[src/design/tli_pkg.sv]
// tli_pkg: shared types, codes and fixed-point helpers for the table interpolator
// no dependencies

package tli_pkg;

    localparam int FRAC_BITS = 20;
    localparam int TIME_W    = 40;
    localparam int VAL_W     = 32;

    localparam logic [1:0] OP_CLEAR  = 2'd0;
    localparam logic [1:0] OP_APPEND = 2'd1;
    localparam logic [1:0] OP_QUERY  = 2'd2;

    localparam logic [2:0] ST_OK       = 3'd0;
    localparam logic [2:0] ST_FEW      = 3'd1;
    localparam logic [2:0] ST_SPAN     = 3'd2;
    localparam logic [2:0] ST_NOTFOUND = 3'd3;
    localparam logic [2:0] ST_GAP      = 3'd4;
    localparam logic [2:0] ST_FULL     = 3'd5;

    localparam logic CFG_NUM_POINTS = 1'b0;
    localparam logic CFG_MAX_GAP    = 1'b1;

    localparam logic [31:0] NUM_POINTS_RST = 32'd8;
    localparam logic [31:0] MAX_GAP_RST    = 32'd3600000;

    localparam logic signed [63:0] MAG_LIMIT = 64'sd2147483647;
    localparam logic signed [64:0] ACC_LIMIT = 65'sd4611686018427387904;

    typedef enum logic [4:0] {
        S_IDLE, S_SRCH, S_SRCH_A, S_SRCH_B, S_BEGIN, S_GAP,
        S_IPI, S_IPI_W, S_IPJ, S_IPJ_W, S_DIV, S_MUL, S_RND,
        S_TERM, S_ACC, S_FIN, S_DONE
    } state_t;

    // round(v / 2^FRAC_BITS), half away from zero
    function automatic logic signed [63:0] round_q(input logic signed [63:0] v);
        logic [63:0] m;
        logic [63:0] r;
        m = v[63] ? (64'd0 - 64'(v)) : 64'(v);
        r = (m + (64'd1 << (FRAC_BITS - 1))) >> FRAC_BITS;
        return v[63] ? -$signed(r) : $signed(r);
    endfunction

    function automatic logic signed [31:0] sat_mag(input logic signed [63:0] v);
        logic signed [63:0] c;
        if (v > MAG_LIMIT)
            c = MAG_LIMIT;
        else if (v < -MAG_LIMIT)
            c = -MAG_LIMIT;
        else
            c = v;
        return c[31:0];
    endfunction

endpackage

[src/design/tli_divider.sv]
// tli_divider: restoring divider for the Lagrange factors, one quotient bit a cycle
// quotient saturates to 2^31-1; depends on tli_pkg

module tli_divider
    import tli_pkg::*;
(
    input  logic              clk,
    input  logic              rst_n,
    input  logic              start,
    input  logic [60:0]       dividend,
    input  logic [TIME_W-1:0] divisor,
    output logic              done,
    output logic [30:0]       quot
);

    logic [TIME_W-1:0] rem_reg;
    logic [TIME_W-1:0] div_reg;
    logic [30:0]       sh_reg;
    logic [4:0]        cnt_reg;
    logic              run_reg;
    logic              done_reg;
    logic [TIME_W:0]   trial;
    logic              ge;

    assign trial = {rem_reg, sh_reg[30]};
    assign ge    = trial >= {1'b0, div_reg};
    assign done  = done_reg;
    assign quot  = sh_reg;

    always_ff @(posedge clk or negedge rst_n)
    begin
        if (!rst_n)
        begin
            run_reg  <= 1'b0;
            done_reg <= 1'b0;
            cnt_reg  <= '0;
        end
        else
        begin
            done_reg <= 1'b0;
            if (start)
            begin
                if ({10'd0, dividend[60:31]} >= divisor)
                begin
                    run_reg  <= 1'b0;
                    done_reg <= 1'b1;
                end
                else
                begin
                    run_reg <= 1'b1;
                    cnt_reg <= 5'd30;
                end
            end
            else if (run_reg)
            begin
                cnt_reg <= cnt_reg - 5'd1;
                if (cnt_reg == 5'd0)
                begin
                    run_reg  <= 1'b0;
                    done_reg <= 1'b1;
                end
            end
        end
    end

    always_ff @(posedge clk)
    begin
        if (start)
        begin
            div_reg <= divisor;
            if ({10'd0, dividend[60:31]} >= divisor)
                sh_reg <= '1;
            else
            begin
                rem_reg <= {10'd0, dividend[60:31]};
                sh_reg  <= dividend[30:0];
            end
        end
        else if (run_reg)
        begin
            rem_reg <= ge ? TIME_W'(trial - {1'b0, div_reg}) : trial[TIME_W-1:0];
            sh_reg  <= {sh_reg[29:0], ge};
        end
    end

endmodule

[config.mk]
export PLATFORM = sky130hd
export DESIGN_NAME = tli_divider
export DESIGN_NICKNAME = d
export VERILOG_FILES = /design/src/design/tli_pkg.sv /design/src/design/tli_divider.sv
export SDC_FILE = /design/constraint.sdc
export NUM_CORES = 1
export LEC_CHECK = 0
export ABC_AREA = 1
export BUFFER_PORTS_ARGS = -buffer_cell sky130_fd_sc_hd__buf_2
export CAP_MARGIN = 5
export CORE_MARGIN = 5
export CORE_UTILIZATION = 60
export DETAILED_ROUTE_END_ITERATION = 7
export PLACE_DENSITY = 0.94
export SYNTH_ARGS = -nofsm -noshare
export SYNTH_HDL_FRONTEND = slang
export SYNTH_SLANG_ARGS = --single-unit
[constraint.sdc]
create_clock -name clk -period 4.9 [get_ports clk]
set_input_delay 0.735 -clock clk [delete_from_list [all_inputs] [get_ports clk]]
set_output_delay 0.735 -clock clk [all_outputs]
set_load 0.02 [all_outputs]
## Yosys cells after proc, flatten, opt, wreduce, memory -nomap -nowiden

Cells that the tools add are included.

| word-level totals | value |
|---|---|
| latch bits | 0 |
| register bits after elaboration | 118 |
| logic and storage cells | 32 |
| output and inout port bits | 32 |
| memories kept | 0 |
| input bits | 104 |
| ROM bits | 0 |
| memory bits (writable) | 0 |

| cells by class | value |
|---|---|
| shifts and indexed selects | 0 |
| bitwise logic cells | 0 |
| multiplexer cells | 18 |
| $add $sub $neg | 2 |
| divide/modulo/power cells | 0 |
| eq/ne operators | 1 |
| reductions and logical operators | 3 |
| magnitude comparators | 2 |
| multipliers | 0 |

Operator list:

| operator | number |
|---|---|
| 40-bit 2-to-1 mux | 4 |
| 31-bit 2-to-1 mux | 3 |
| 41-bit by 40-bit >= comparator with 1-bit output | 1 |
| 30-bit by 40-bit >= comparator with 1-bit output | 1 |
| 40-bit subtractor | 1 |
| 5-bit 2-to-1 mux | 3 |
| 1-bit 2-to-1 mux | 8 |
| 5-bit zero test | 1 |
| 5-bit by 1-bit subtractor with 5-bit output (second input constant) | 1 |
| 2-bit inequality test (second input constant) | 1 |
| 2-bit AND reduction | 1 |
| 2-bit nonzero test | 1 |

## Logic depth before layout (Yosys ltp)

| depth | value |
|---|---|
| word-level depth | 4 |
| gate-level depth with buffers | 17 |
| depth with buffers taken out | 16 |

## Worst setup path before layout

No wires, ideal clock.

| timing path | value |
|---|---|
| path type | in2reg |
| start point | input port divisor[27] |
| end point | register rem_reg[0], enable pin |
| arrival time | 2.724 ns |
| buffers on the path | 1 |
| library setup time | 0.401 ns |
| cell stages on the path | 12 |
| path slack | 1.775 ns |
| path through | inv_1 > ha_1 > a21oi_1 > o21ai_0 > nand2_1 > nand2_1 > nand3_1 > nand2_1 > nor2_1 > nand2_1 > buf_2 > nand2_1 |

| between the ends | value |
|---|---|
| cells in the longest elaborated chain, start to end | 3 |

Ends and longest elaborated chain:

| element | RTL line | text |
|---|---|---|
| from (decl) | tli_divider.sv:11 | `input logic [TIME_W-1:0] divisor,` |
| 30-bit by 40-bit >= comparator with 1-bit output | tli_divider.sv:71 | `if ({10'd0, dividend[60:31]} >= divisor)` |
| 2-bit inequality test (no source line) | -- |  |
| 2-bit AND reduction (no source line) | -- |  |
| to (signal assigned) | tli_divider.sv:75 | `rem_reg <= {10'd0, dividend[60:31]};` |
| to (signal assigned) | tli_divider.sv:81 | `rem_reg <= ge ? TIME_W'(trial - {1'b0, div_reg}) : trial[TIME_W-1:0];` |
| to (decl) | tli_divider.sv:16 | `logic [TIME_W-1:0] rem_reg;` |

No other way between the ends.
A chain may end at the register's enable or synchronous reset.

## Final worst setup path

| timing path | value |
|---|---|
| start point | register rem_reg[27] |
| end point | register rem_reg[14] (data pin) |

| between the ends | value |
|---|---|
| cells in the longest elaborated chain, start to end | 4 |

Ends and longest elaborated chain:

| element | RTL line | text |
|---|---|---|
| 41-bit by 40-bit >= comparator with 1-bit output | tli_divider.sv:26 | `assign ge = trial >= {1'b0, div_reg};` |
| 40-bit 2-to-1 mux | tli_divider.sv:81 |  |
| 40-bit 2-to-1 mux | tli_divider.sv:79 | `else if (run_reg)` |
| 40-bit 2-to-1 mux | tli_divider.sv:68 | `if (start)` |

No other way between the ends. The select of a mux whose other input is x is not followed.

==> flow_metrics.env <==
export IMPL_path_clk_slew_ps=60
export IMPL_power_density_nw_per_um2=430
export IMPL_grt_max_degree=73
export IMPL_die_area_um2=18500
export IMPL_hpwl_um=19900
export IMPL_cts_buffers=17
export IMPL_grt_pass1_wl_um=41900
export IMPL_clkPwrFrac_pct=25.9
export IMPL_fmax_mhz=306
export IMPL_worstSkewPairLatency_ps=430
export IMPL_pre_cts_ws_ps=1700
export IMPL_initial_utilization_pct=60.7
export IMPL_cts_resized=0
export IMPL_ctsLongestPathBuffers=2
export IMPL_fill_cells=1280
export IMPL_drc=0
export IMPL_synth_seq_cells=118
export IMPL_final_max_slew_viol_count=0
export IMPL_cts_htree_levels=4
export IMPL_final_area_um2=10900
export IMPL_slowest_stage="nor2_4"
export IMPL_cp_num_buf_inv=0
export IMPL_rsz0062_at_grt="no"
export IMPL_fin_crit_sh_pct=66.6
export IMPL_avgSynthCellArea_um2=7.02
export IMPL_r2r_end="rem_reg[14]$_DFFE_PP_"
export IMPL_worstPathRequired_ps=5190
export IMPL_yosysWarnings=0
export IMPL_p_int_mw=2.72
export IMPL_placed_cell_area_um2=10300
export IMPL_cts_tree="done"
export IMPL_cts_setup_buffers=0
export IMPL_dp_cells=1685
export IMPL_synthesis_nets=1535
export IMPL_critPathTopFamily="simple AND/OR/NAND/NOR gates"
export IMPL_worst_ir_drop_vdd_mv=0.287
export IMPL_seq_area_frac_synth_pct=36.8
export IMPL_cp_common_cell="nand2_1"
export IMPL_drtIter0Drc=715
export IMPL_worst_hold_slack_ps=122
export IMPL_boundaryPins=136
export IMPL_rrSetupSlack_ps=1640
export IMPL_die_h_um=136
export IMPL_fin_nets=1665
export IMPL_ant_nets=0
export IMPL_hold_path_class="input port to asynchronous set/reset pin"
export IMPL_hold_viol=0
export IMPL_clock_sinks=118
export IMPL_r2r_start="rem_reg[27]$_DFFE_PP_"
export IMPL_ctsHoldBuffers=0
export IMPL_clock_skew_final_ps=8.71
export IMPL_synth_cell_type_count=36
export IMPL_setup_ws_ps=1640
export IMPL_tns_ps=0
export IMPL_global_route_usage_total_pct=28.9
export IMPL_drv_cap=0
export IMPL_grt_pass1_vias=8788
export IMPL_diodes=0
export IMPL_syn_area_um2=9540
export IMPL_crit_type="register to register"
export IMPL_final_min_clock_period_ps=3260
export IMPL_worst_setup_path_start_kind="register"
export IMPL_num_vias=8966
export IMPL_combPwrFrac_pct=44.3
export IMPL_clockRootBuffer="clkbuf_16"
export IMPL_r2r_cells=10
export IMPL_syn_to_final_growth_pct=14.2
export IMPL_endpoint_kind="register"
export IMPL_dr_pass1_iters=7
export IMPL_wire_per_inst_um=15.3
export IMPL_core_area_um2=15700
export IMPL_vias_per_cell=5.22
export IMPL_switching_share_pct=41.9
export IMPL_max_slew_margin_pct=21.8
export IMPL_crit_path_max_incr_delay_ps=910
export IMPL_switching_power_mw=1.96
export IMPL_antenna_found_initial=1
export IMPL_instances_no_fill=1716
export IMPL_cp_max_fo=42
export IMPL_synthCells=1358
export IMPL_synth_top_area_cell="edfxtp_1"
export IMPL_p_seq_share_pct=29.8
export IMPL_synth_top_cell_area_share_pct=35.0
export IMPL_drive_above_1_share_pct=13.7
export IMPL_routed_wl_um=26200
export IMPL_worstMarginPinSlew_ps=1170
export IMPL_path_cells="ha_1, a21oi_1, o21ai_1, nand2_1, a21oi_1, nor2_4, nand2_8, nand2_1, nand3_1, nand2_1"
export IMPL_arrival_ps=3550
export IMPL_outcome="complete, no violations"
export IMPL_globalRouteOverflowTotal=0
export IMPL_final_setup_viol_count=0
export IMPL_p_leak_nw=5.96
export IMPL_io_buffer_count=135
export IMPL_die_w_um=136
export IMPL_rows=46
export IMPL_place_gp_congestion=0.990
export IMPL_synth_area_leaders="edfxtp_1, nand2_1, inv_1"
==> final cells by class <==
class | instances | area, um^2 | area share (%)
multi-input combinational | 923 | 4770 | 43.8
sequential | 118 | 3510 | 32.2
inverter | 290 | 1090 | 9.99
timing repair buffer | 138 | 701 | 6.43
clock buffer | 17 | 425 | 3.91
tap | 216 | 270 | 2.48
clock inverter | 14 | 131 | 1.21
==> power by group through the flow <==
stage	clock (mW)	sequential (mW)	combinational (mW)
floorplan	0	1.43	1.55
global placement	0	1.40	1.97
detailed placement	0	1.41	2.03
CTS	1.21	1.39	2.05
global route	1.26	1.41	2.33
finish	1.21	1.40	2.07
==> worst max path at each step <==
stage / start / end / slack, ps / cells after the start
6_report: rem_reg[27]$_DFFE_PP_ / rem_reg[14]$_DFFE_PP_ / 1640 / 10
5_1_grt: rem_reg[27]$_DFFE_PP_ / rem_reg[14]$_DFFE_PP_ / 1460 / 10
4_1_cts: rem_reg[33]$_SDFFCE_PP0P_ / rem_reg[14]$_DFFE_PP_ / 1630 / 10
3_5_place_dp: rem_reg[33]$_SDFFCE_PP0P_ / rem_reg[15]$_DFFE_PP_ / 1700 / 10
3_3_place_gp: dividend[31] / rem_reg[2]$_DFFE_PP_ / 1800 / 16
2_1_floorplan: divisor[27] / rem_reg[0]$_DFFE_PP_ / 1770 / 12
==> through the flow <==
step           utilization (%)  power (mW)
5_1_grt                   69.3        5.00
3_5_place_dp              65.8        3.44
2_1_floorplan                -        2.97
4_1_cts                   69.3        4.66
3_3_place_gp              65.8        3.37
6_report                  69.3        4.68
==> per-layer routing <==
layer	track usage [%]	part of all wire [%]	vias to the layer above	wire (um)
met5	0	0.057	-	15
met4	10.3	2.2	2	572
met3	6.66	7.6	42	2000
met2	49.9	48	323	12700
met1	35.5	42	4099	11000
li1	-	-	4500	-
==> cells by family (layout without fill, tap and decap cells) <==
logic type / Yosys count / count (layout) / share of synthesized area, %
AOI/OAI and AO/OA: 107 / 107 / 6.94
xor gates and xnor gates: 16 / 16 / 1.47
adders and majority gates: 73 / 73 / 9.66
buffers and inverters: 317 / 459 / 13.2
DFF: 118 / 118 / 36.8
and+or+nand+nor: 727 / 727 / 31.9
==> synthesized netlist by cell type <==
master      n
o21bai_1   32
edfxtp_1  111
buf_2      12
nand2_4     2
nand4_1    10
a21oi_2     5
nor2_4      2
o211ai_1    1
buf_6       3
a21o_1      4
nand2_2     9
fa_1        1
nand2_8     1
buf_8       3
dfrtp_1     7
nor2_1    123
o21ai_1     1
nor2_2     11
a22oi_1     1
nand3_1   107
xnor2_1    14
nand3_2     1
clkbuf_1    9
o31ai_1     1
inv_1     285
or2_2       2
nand2_1   442
xor2_1      2
ha_1       72
nor3_1      6
a21boi_0    2
o21a_1      2
o21ai_0    15
nand3b_1   11
a21oi_1    43
inv_2       5
==> cell usage in the layout (no fill, tap or decap), drive strengths merged <==
cell type and count:
clkinv 7, nand3b 11, nand3 108, edfxtp 111, nor2 136, nand2 454, o21bai 32, a21boi 2
buf 138, o21ai 16, o31ai 1, xnor2 14, nand4 10, bufinv 1, a22oi 1, clkbuf 17
xor2 2, dfrtp 7, o21a 2, inv 292, or2 2, nor3 6, o211ai 1, ha 72
a21oi 48, clkinvlp 4, a21o 4, fa 1
Note: power is estimated with default switching activity, not from simulation.
